`config.mk`:
```
export PLATFORM = sky130hd
export DESIGN_NAME = sha256_byte_stream_hasher
export DESIGN_NICKNAME = d
export VERILOG_FILES = /design/src/rtl/sha_pkg.sv /design/src/rtl/sha256_byte_stream_hasher.sv /design/src/rtl/sha_front.sv /design/src/rtl/sha_back.sv
export SDC_FILE = /design/constraint.sdc
export NUM_CORES = 2
export LEC_CHECK = 0
export ABC_AREA = 1
export BUFFER_PORTS_ARGS = -buffer_cell sky130_fd_sc_hd__buf_4
export CORE_ASPECT_RATIO = 1.5
export CORE_MARGIN = 2
export CORE_UTILIZATION = 65
export CTS_BUF_LIST = sky130_fd_sc_hd__clkbuf_8
export DETAILED_ROUTE_END_ITERATION = 16
export GPL_TIMING_DRIVEN = 0
export PLACE_DENSITY = 0.82
export SYNTH_ARGS = -nofsm -noshare
export SYNTH_HDL_FRONTEND = slang
export SYNTH_SLANG_ARGS = --single-unit
```
`constraint.sdc`:
```
create_clock -name aclk -period 25.6 [get_ports aclk]
set_input_delay 5.12 -clock aclk [delete_from_list [all_inputs] [get_ports aclk]]
set_output_delay 5.12 -clock aclk [all_outputs]
set_load 0.1 [all_outputs]
```
`src/rtl/sha_pkg.sv`:
```
// Package: SHA-256 constants, types and message schedule functions.
// No dependencies.
package sha_pkg;

    localparam int BlockBytes = 64;
    localparam int LenOffset = 56;
    localparam logic [7:0] PadByte = 8'h80;
    localparam int QueueDepth = 4;

    typedef logic [31:0] word_t;
    typedef logic [5:0] pos_t;

    typedef struct packed {
        logic [7:0] data;
        logic       byte_valid;
        logic       last;
    } item_t;

    typedef enum logic [2:0] {
        ST_IDLE,
        ST_PAD,
        ST_COMP,
        ST_ADD,
        ST_EMIT
    } state_t;

    typedef enum logic [1:0] {
        BLK_RAW,
        BLK_PAD_LEN,
        BLK_PAD_ONLY,
        BLK_LEN_ONLY
    } blk_t;

    localparam word_t IV [8] = '{
        32'h6a09e667, 32'hbb67ae85, 32'h3c6ef372, 32'ha54ff53a,
        32'h510e527f, 32'h9b05688c, 32'h1f83d9ab, 32'h5be0cd19};

    localparam word_t K [64] = '{
        32'h428a2f98, 32'h71374491, 32'hb5c0fbcf, 32'he9b5dba5, 32'h3956c25b,
        32'h59f111f1, 32'h923f82a4, 32'hab1c5ed5, 32'hd807aa98, 32'h12835b01,
        32'h243185be, 32'h550c7dc3, 32'h72be5d74, 32'h80deb1fe, 32'h9bdc06a7,
        32'hc19bf174, 32'he49b69c1, 32'hefbe4786, 32'h0fc19dc6, 32'h240ca1cc,
        32'h2de92c6f, 32'h4a7484aa, 32'h5cb0a9dc, 32'h76f988da, 32'h983e5152,
        32'ha831c66d, 32'hb00327c8, 32'hbf597fc7, 32'hc6e00bf3, 32'hd5a79147,
        32'h06ca6351, 32'h14292967, 32'h27b70a85, 32'h2e1b2138, 32'h4d2c6dfc,
        32'h53380d13, 32'h650a7354, 32'h766a0abb, 32'h81c2c92e, 32'h92722c85,
        32'ha2bfe8a1, 32'ha81a664b, 32'hc24b8b70, 32'hc76c51a3, 32'hd192e819,
        32'hd6990624, 32'hf40e3585, 32'h106aa070, 32'h19a4c116, 32'h1e376c08,
        32'h2748774c, 32'h34b0bcb5, 32'h391c0cb3, 32'h4ed8aa4a, 32'h5b9cca4f,
        32'h682e6ff3, 32'h748f82ee, 32'h78a5636f, 32'h84c87814, 32'h8cc70208,
        32'h90befffa, 32'ha4506ceb, 32'hbef9a3f7, 32'hc67178f2};

    function automatic word_t ror(input word_t v, input int k);
        return (v >> k) | (v << (32 - k));
    endfunction

    function automatic word_t sig0(input word_t x);
        return ror(x, 7) ^ ror(x, 18) ^ (x >> 3);
    endfunction

    function automatic word_t sig1(input word_t x);
        return ror(x, 17) ^ ror(x, 19) ^ (x >> 10);
    endfunction

endpackage

```
`src/rtl/sha256_byte_stream_hasher.sv`:
```
// Top level of the SHA-256 byte stream hasher.
// Depends on sha_pkg, sha_front and sha_back.
// Requests enter a four-entry queue at one a cycle while it has room; the core takes one a cycle while idle.
// A block passes through load, 64 rounds and add; 64 bytes need a second block for padding and length.
// The first digest word follows the closing request after load, rounds and add, repeated for two blocks.
// aresetn (synchronous, active low) restores the initial hash and empties the queue.
module sha256_byte_stream_hasher import sha_pkg::*; (
    input  logic        aclk,
    input  logic        aresetn,
    input  logic        s_tvalid,
    output logic        s_tready,
    input  logic [7:0]  s_tdata,   // data_byte
    input  logic        s_tuser,   // byte_valid
    input  logic        s_tlast,   // last_byte
    output logic        m_tvalid,
    input  logic        m_tready,
    output logic [63:0] m_tdata,   // digest_word
    output logic [1:0]  m_tuser,   // word_index
    output logic        m_tlast    // last_word
);

    item_t in_item, q_item;
    logic  q_valid, q_ready;

    assign in_item = '{data: s_tdata, byte_valid: s_tuser, last: s_tlast};

    sha_front u_front (
        .aclk, .aresetn,
        .in_valid(s_tvalid), .in_ready(s_tready), .in_item(in_item),
        .out_valid(q_valid), .out_ready(q_ready), .out_item(q_item));

    sha_back u_back (
        .aclk, .aresetn,
        .in_valid(q_valid), .in_ready(q_ready), .in_item(q_item),
        .m_valid(m_tvalid), .m_ready(m_tready), .m_word(m_tdata),
        .m_index(m_tuser), .m_last(m_tlast));

endmodule

```
`src/rtl/sha_front.sv`:
```
// Front end: register input bytes into a short queue of tagged items.
// Depends on sha_pkg.
module sha_front import sha_pkg::*; (
    input  logic  aclk,
    input  logic  aresetn,
    input  logic  in_valid,
    output logic  in_ready,
    input  item_t in_item,
    output logic  out_valid,
    input  logic  out_ready,
    output item_t out_item
);

    localparam int PtrW = $clog2(QueueDepth);

    item_t           mem_reg [QueueDepth];
    logic [PtrW-1:0] wr_reg, wr_next, rd_reg, rd_next;
    logic [PtrW:0]   cnt_reg, cnt_next;
    logic            push, pop;

    assign in_ready  = (cnt_reg != (PtrW+1)'(QueueDepth));
    assign out_valid = (cnt_reg != '0);
    assign out_item  = mem_reg[rd_reg];
    assign push      = in_valid && in_ready;
    assign pop       = out_valid && out_ready;

    always_comb begin
        wr_next  = push ? wr_reg + 1'b1 : wr_reg;
        rd_next  = pop ? rd_reg + 1'b1 : rd_reg;
        cnt_next = cnt_reg + (PtrW+1)'(push) - (PtrW+1)'(pop);
    end

    always_ff @(posedge aclk) begin
        if (!aresetn) begin
            wr_reg  <= '0;
            rd_reg  <= '0;
            cnt_reg <= '0;
        end else begin
            wr_reg  <= wr_next;
            rd_reg  <= rd_next;
            cnt_reg <= cnt_next;
        end
    end

    always_ff @(posedge aclk) begin
        if (push) begin
            mem_reg[wr_reg] <= in_item;
        end
    end

endmodule

```
`src/rtl/sha_back.sv`:
```
// Back end: block assembly, padding, one-round-per-cycle compression, digest out.
// Depends on sha_pkg.
module sha_back import sha_pkg::*; (
    input  logic        aclk,
    input  logic        aresetn,
    input  logic        in_valid,
    output logic        in_ready,
    input  item_t       in_item,
    output logic        m_valid,
    input  logic        m_ready,
    output logic [63:0] m_word,
    output logic [1:0]  m_index,
    output logic        m_last
);

    state_t      state_reg, state_next;
    blk_t        kind_reg;
    word_t       h_reg [8];
    word_t       r_reg [8];
    word_t       w_reg [16];
    logic [63:0] cnt_reg;
    logic [63:0] cnt_inc;
    logic [63:0] bits_reg;
    pos_t        pos_reg;
    logic [5:0]  round_reg;
    logic        final_reg;
    logic [1:0]  emit_reg;

    word_t t1, t2, wnew, big0, big1, ch, mj;
    logic  take, blk_full;
    pos_t  cur_pos;

    assign cur_pos  = cnt_reg[5:0];
    assign cnt_inc  = cnt_reg + 64'(in_item.byte_valid);
    assign in_ready = (state_reg == ST_IDLE);
    assign take     = in_valid && in_ready;
    assign blk_full = in_item.byte_valid && (cur_pos == 6'd63);

    assign big1 = ror(r_reg[4], 6) ^ ror(r_reg[4], 11) ^ ror(r_reg[4], 25);
    assign ch   = (r_reg[4] & r_reg[5]) ^ (~r_reg[4] & r_reg[6]);
    assign big0 = ror(r_reg[0], 2) ^ ror(r_reg[0], 13) ^ ror(r_reg[0], 22);
    assign mj   = (r_reg[0] & r_reg[1]) ^ (r_reg[0] & r_reg[2]) ^ (r_reg[1] & r_reg[2]);
    assign t1   = r_reg[7] + big1 + ch + K[round_reg] + w_reg[0];
    assign t2   = big0 + mj;
    assign wnew = w_reg[0] + sig0(w_reg[1]) + w_reg[9] + sig1(w_reg[14]);

    always_comb begin
        state_next = state_reg;
        case (state_reg)
            ST_IDLE: begin
                if (take && (blk_full || in_item.last)) state_next = ST_PAD;
            end
            ST_PAD:  state_next = ST_COMP;
            ST_COMP: if (round_reg == 6'd63) state_next = ST_ADD;
            ST_ADD: begin
                if (!final_reg) state_next = ST_IDLE;
                else if (kind_reg inside {BLK_RAW, BLK_PAD_ONLY}) state_next = ST_PAD;
                else state_next = ST_EMIT;
            end
            ST_EMIT: if (m_ready && emit_reg == 2'd3) state_next = ST_IDLE;
            default: state_next = ST_IDLE;
        endcase
    end

    always_comb begin
        m_valid = (state_reg == ST_EMIT);
        m_index = emit_reg;
        m_last  = (emit_reg == 2'd3);
        m_word  = {h_reg[{emit_reg, 1'b0}], h_reg[{emit_reg, 1'b1}]};
    end

    always_ff @(posedge aclk) begin
        if (!aresetn) begin
            state_reg <= ST_IDLE;
            kind_reg  <= BLK_RAW;
            cnt_reg   <= '0;
            final_reg <= 1'b0;
            emit_reg  <= '0;
            round_reg <= '0;
            for (int i = 0; i < 8; i++) h_reg[i] <= IV[i];
        end else begin
            state_reg <= state_next;
            case (state_reg)
                ST_IDLE: begin
                    if (take) begin
                        cnt_reg   <= cnt_inc;
                        bits_reg  <= {cnt_inc[60:0], 3'b000};
                        pos_reg   <= cnt_inc[5:0];
                        final_reg <= in_item.last;
                        if (blk_full) kind_reg <= BLK_RAW;
                        else if (cnt_inc[5:0] >= 6'(LenOffset)) kind_reg <= BLK_PAD_ONLY;
                        else kind_reg <= BLK_PAD_LEN;
                    end
                end
                ST_PAD: round_reg <= '0;
                ST_COMP: round_reg <= round_reg + 1'b1;
                ST_ADD: begin
                    for (int i = 0; i < 8; i++) h_reg[i] <= h_reg[i] + r_reg[i];
                    if (kind_reg == BLK_RAW) kind_reg <= BLK_PAD_LEN;
                    else if (kind_reg == BLK_PAD_ONLY) kind_reg <= BLK_LEN_ONLY;
                    emit_reg <= '0;
                end
                ST_EMIT: begin
                    if (m_ready) begin
                        emit_reg <= emit_reg + 1'b1;
                        if (emit_reg == 2'd3) begin
                            for (int i = 0; i < 8; i++) h_reg[i] <= IV[i];
                            cnt_reg <= '0;
                        end
                    end
                end
                default: ;
            endcase
        end
    end

    // Byte i of the block presented to the schedule.
    function automatic logic [7:0] pad_byte(input pos_t i, input logic [7:0] b);
        logic [7:0] v;
        v = 8'h00;
        case (kind_reg)
            BLK_RAW: v = b;
            BLK_PAD_LEN, BLK_PAD_ONLY: begin
                if (i < pos_reg) v = b;
                else if (i == pos_reg) v = PadByte;
                else if (kind_reg == BLK_PAD_LEN && i >= 6'(LenOffset))
                    v = bits_reg[{~i[2:0], 3'b000} +: 8];
            end
            BLK_LEN_ONLY: begin
                if (i >= 6'(LenOffset)) v = bits_reg[{~i[2:0], 3'b000} +: 8];
            end
            default: v = b;
        endcase
        return v;
    endfunction

    always_ff @(posedge aclk) begin
        if (take && in_item.byte_valid) begin
            w_reg[cur_pos[5:2]][{~cur_pos[1:0], 3'b000} +: 8] <= in_item.data;
        end else if (state_reg == ST_PAD) begin
            for (int i = 0; i < BlockBytes; i++) begin
                w_reg[i/4][8*(3-(i%4)) +: 8] <= pad_byte(6'(i), w_reg[i/4][8*(3-(i%4)) +: 8]);
            end
            for (int i = 0; i < 8; i++) r_reg[i] <= h_reg[i];
        end else if (state_reg == ST_COMP) begin
            for (int i = 0; i < 15; i++) w_reg[i] <= w_reg[i+1];
            w_reg[15] <= wnew;
            r_reg[7] <= r_reg[6];
            r_reg[6] <= r_reg[5];
            r_reg[5] <= r_reg[4];
            r_reg[4] <= r_reg[3] + t1;
            r_reg[3] <= r_reg[2];
            r_reg[2] <= r_reg[1];
            r_reg[1] <= r_reg[0];
            r_reg[0] <= t1 + t2;
        end
    end

endmodule

```
==> results of run 1 <==
metal layers:
layer / overflow / global-route usage (%)
met4: 156 / 76.3
met1: 1 / 66.8
met2: 190 / 91.3
met3: 5 / 48.2
met5: 1 / 15.3
metrics by stage:
stage          setup WS (ns)  hold WS [ns]  utilization, %  area [sq um]  cells
3_5_place_dp           15.41         0.468            67.7         86600  12300
3_3_place_gp           10.68         0.454            67.5         86300  12300
2_1_floorplan          14.94         0.436               -         83600  10500
4_1_cts                15.38         0.479            70.5         90200  12700
logic make-up after synthesis:
logic type | count (synthesis) | share of synthesized area [%]
XOR/XNOR | 418 | 4.41
AND/OR/NAND/NOR | 4526 | 22.0
buffers and inverters | 1517 | 6.86
adder cells (fa/ha/maj) | 620 | 11.0
AO/OA/AOI/OAI | 2224 | 14.8
flip-flops | 1211 | 41.0
==> results.md, run 1 <==
- Outcome: aborted with a tool error
- Failed at: 5_1_grt
- Stop err: [ERROR GRT-0116] Global routing finished with congestion. Check the congestion regions in the DRC Viewer.
- Number of cell rows: 161
- Y dimension of the die: 443 um
- GPL Wtd Cong: 1.33
- Area leader, netlist: edfxtp_1
- Yosys reg bits: 1,211
- Hold_buf cts: 0
- Post-synth ARST share: 0%
- IO buf count: 81
- Count of boundary I/O pins: 83
- Clk sink count: 1,211
- Number of CTS-inserted buffers: 179
- Chip Width: 297 um
- EDFF count, synth: 997
- Starting density of the core: 65.3%
- Most common cell in the netlist: nand2_1
- Synth warnings: 0
- Setup bufs post-CTS: 0
- Mapped Area: 83,600 sq um
- Clk buf depth: 3
- Avg Inst Size Synth: 7.95 sq um
- Number of global-route vias before repair: 90.3k
- Largest net degree at the start of global routing: 65
- Post-DP HPWL: 316,000 um
- GRT overflow: 353
- Gr usage total: 69.6%
- Top cells by instance count after synthesis: nand2_1 (2,845), inv_1 (1,103), edfxtp_1 (997), o21ai_0 (928), nor2_1 (917)
- Synthesized Nets: 11.1k
- Register area share after synthesis: 41.0%
- Distinct cells, synth: 67
- Top FF cell, synth: edfxtp_1
- Area contributors post-synth: edfxtp_1 (36%), nand2_1 (13%), ha_1 (6.1%)
- Root Buffer: clkbuf_8
- First-pass GRT wire length: 668,000 um
- Gate Count Post-Synth: 10.5k
- Synth top area share: 35.8%
- Htree depth: 4
- CTS resizes: 0
==> run 2: changes to the inputs <==
--- a/config.mk
+++ b/config.mk
@@ -7,13 +7,11 @@
 export LEC_CHECK = 0
 export ABC_AREA = 1
 export BUFFER_PORTS_ARGS = -buffer_cell sky130_fd_sc_hd__buf_4
-export CORE_ASPECT_RATIO = 1.5
 export CORE_MARGIN = 2
-export CORE_UTILIZATION = 65
-export CTS_BUF_LIST = sky130_fd_sc_hd__clkbuf_8
+export CORE_UTILIZATION = 40
 export DETAILED_ROUTE_END_ITERATION = 16
 export GPL_TIMING_DRIVEN = 0
-export PLACE_DENSITY = 0.82
+export PLACE_DENSITY_LB_ADDON = 0.15
 export SYNTH_ARGS = -nofsm -noshare
 export SYNTH_HDL_FRONTEND = slang
 export SYNTH_SLANG_ARGS = --single-unit
==> results.md, run 2 <==
- Number of global-route vias before repair: 75.6k
- Post-layout net count: 11.4k
- Most common cell in the netlist: nand2_1
- Reg2reg start: u_back.round_reg[0]
- Count of boundary I/O pins: 83 (unchanged)
- GRT overflow: 0
- Slew headroom: -0.801%
- Crit Reg-Reg Endpoint: u_back.r_reg[0][30]
- IO buf count: 81 (unchanged)
- Top FF cell, synth: edfxtp_1
- Worst Max-Slew Pin Slew: 1.51 ns
- Crit path DAT: 11.08 ns
- Area leader, netlist: edfxtp_1
- Y dimension of the die: 461 um (+4.0%)
- Synth warnings: 0 (unchanged)
- Layout Area Growth over Synthesis: 11.2%
- Avg Inst Size Synth: 7.95 sq um (unchanged)
- Overall via count from detail_route: 81.0k
- Post-layout min period: 10.49 ns
- DRC Markers: 0
- Kind of critical path: reg -> reg
- Req. time, crit path: 26.19 ns
- Setup bufs post-CTS: 0 (unchanged)
- Area contributors post-synth: edfxtp_1 (36%), nand2_1 (13%), ha_1 (6.1%)
- Gate Count Post-Synth: 10.5k (unchanged)
- Failing checks: max-capacitance violations, max-slew violations
- EDFF count, synth: 997 (unchanged)
- CTS tree: built
- Final setup viols: 0
- Crit path from: u_back.round_reg[0]
- Peak Freq: 0.0953 GHz
- Clock transition at path regs: 0.07 ns
- Clk sink count: 1,211 (unchanged)
- Final Cycle Share: 41.0%
- Commonest non-fill, non-tap cell in the layout: nand2_1
- DR vias/cell: 5.93
- Largest net degree at the start of global routing: 61
- GR Util met3: 8.22%
- CP endpoint kind: register
- Outcome: finished, violations left
- Max cap viols: 5
- RSZ-0062 raised after global routing: no
- Distinct cells, synth: 67 (unchanged)
- Number of cells on the worst reg-to-reg path: 33
- Worst skew pair latency: 0.86 ns
- Clk buf depth: 3 (unchanged)
- Starting density of the core: 40.3% (-25 points)
- CTS resizes: 0 (unchanged)
- GPL Wtd Cong: 1.11 (-16%)
- Post-synth ARST share: 0% (unchanged)
- Synthesized Nets: 11.1k (unchanged)
- Yosys reg bits: 1,211 (unchanged)
- Setup TNS Final: 0 ns
- Initial DRC Count: 10.9k
- Drt first pass iters: 6
- Core Region: 207,000 sq um
- Most frequent cells in the layout: nand2_1 (2,843), inv_1 (1,103), edfxtp_1 (997)
- R2r setup slk: 15.11 ns
- Synth top area share: 35.8% (unchanged)
- Mapped Area: 83,600 sq um (unchanged)
- Top cell by count, worst path: inv_1
- Top cells by instance count after synthesis: nand2_1 (2,845), inv_1 (1,103), edfxtp_1 (997), o21ai_0 (928), nor2_1 (917)
- Number of cell rows: 167 (+3.7%)
- Final hold vios: 0
- Layout cells sized above 1: 4.00%
- Root Buffer: clkbuf_16
- Critical Path Fanout Max: 9
- Gr usage total: 39.9%
- CP max-delay cell: nor2_1
- Min-Delay Path Class: reg -> reg
- Final ANT Viol Nets: 0
- Register area share after synthesis: 41.0% (unchanged)
- Final Skew: 0.0639 ns
- First-pass GRT wire length: 590,000 um
- DIE AREA: 213,000 sq um
- Drt wl/cell: 31.6 um
- Hold_buf cts: 0 (unchanged)
- Met2 usage: 60.6%
- Final WL: 433,000 um
- Initial antenna violation count: 20
- Post-DP HPWL: 354,000 um (+12%)
- Met1 usage: 50.8%
- Fin. max-slew vios: 23
- CP max stage delay: 0.87 ns
- Number of CTS-inserted buffers: 145 (-19%)
- Worst setup path endpoint: u_back.r_reg[0][30]
- Number of flip-flops in the largest register: 512
- Chip Width: 461 um (+55%)
- Htree depth: 4 (unchanged)
- Critical Path Start Type: register
- Most crowded layer after global routing: met2
==> run 2: worst min-delay path by stage <==
stage | slack [ns] | start | cells past startpoint | to
floorplan | 0.44 | u_front.rd_reg[1] | 2 | register
global placement | 0.45 | u_front.rd_reg[0] | 1 | u_front.rd_reg[0]
detailed placement | 0.46 | u_front.rd_reg[1] | 2 | register
CTS | 0.47 | u_front.rd_reg[1] | 2 | u_front.rd_reg[1]
global route | 0.50 | u_front.rd_reg[1] | 2 | u_front.rd_reg[1]
finish | 0.47 | u_front.rd_reg[1] | 2 | u_front.rd_reg[1]
==> run 2: through the flow <==
step / worst slack, ns / instances / util [%] / hold slack (ns) / cell area, sq um
global route: 14.78 / 13700 / 44.8 / 0.497 / 92900
CTS: 15.16 / 13700 / 44.8 / 0.471 / 92900
detailed placement: 15.17 / 13400 / 42.4 / 0.462 / 88000
global placement: 10.36 / 13400 / 42.3 / 0.452 / 87700
finish: 15.11 / 13700 / 44.8 / 0.466 / 92900
floorplan: 14.94 / 10500 / - / 0.436 / 83600
==> run 2: cell type report <==
cell class,count,area [sq um]
Sequential cell,1211,34200
Tap cell,2788,3490
Fill cell,21200,115000
Multi-Input combinational cell,7788,43600
Inverter,1113,4180
Timing Repair Buffer,97,918
Antenna cell,10,25.0
Buffer,404,1570
Clock inverter,80,1050
Clock buffer,185,3840
==> run 2: cells by family after synthesis <==
family,count (synthesis),share of synthesized area (%)
DFF,1211,41.0
xor gates and xnor gates,418,4.41
buffers and inverters,1517,6.86
adders and majority gates,620,11.0
AOI/OAI and AO/OA,2224,14.8
and+or+nand+nor,4526,22.0
==> run 2: worst max-delay path: cells and delay by family, from the launching register on <==
family,cells,cell delay [ns]
fa+ha+maj,8,3.59
simple gates,10,2.03
compound gates,6,1.88
buf+inv,8,1.45
xor+xnor,1,0.77
flops,1,0.48
==> run 2: layer usage <==
layer	share of wire, %	vias up
met2	43	4782
met1	39	39300
li1	-	35900
met3	9.5	1106
met5	0.021	-
met4	8.4	16
Power of run 2 is left out: the tool's default activity adds up to more than one toggle a clock period on the data nets, which glitch-free logic cannot reach.
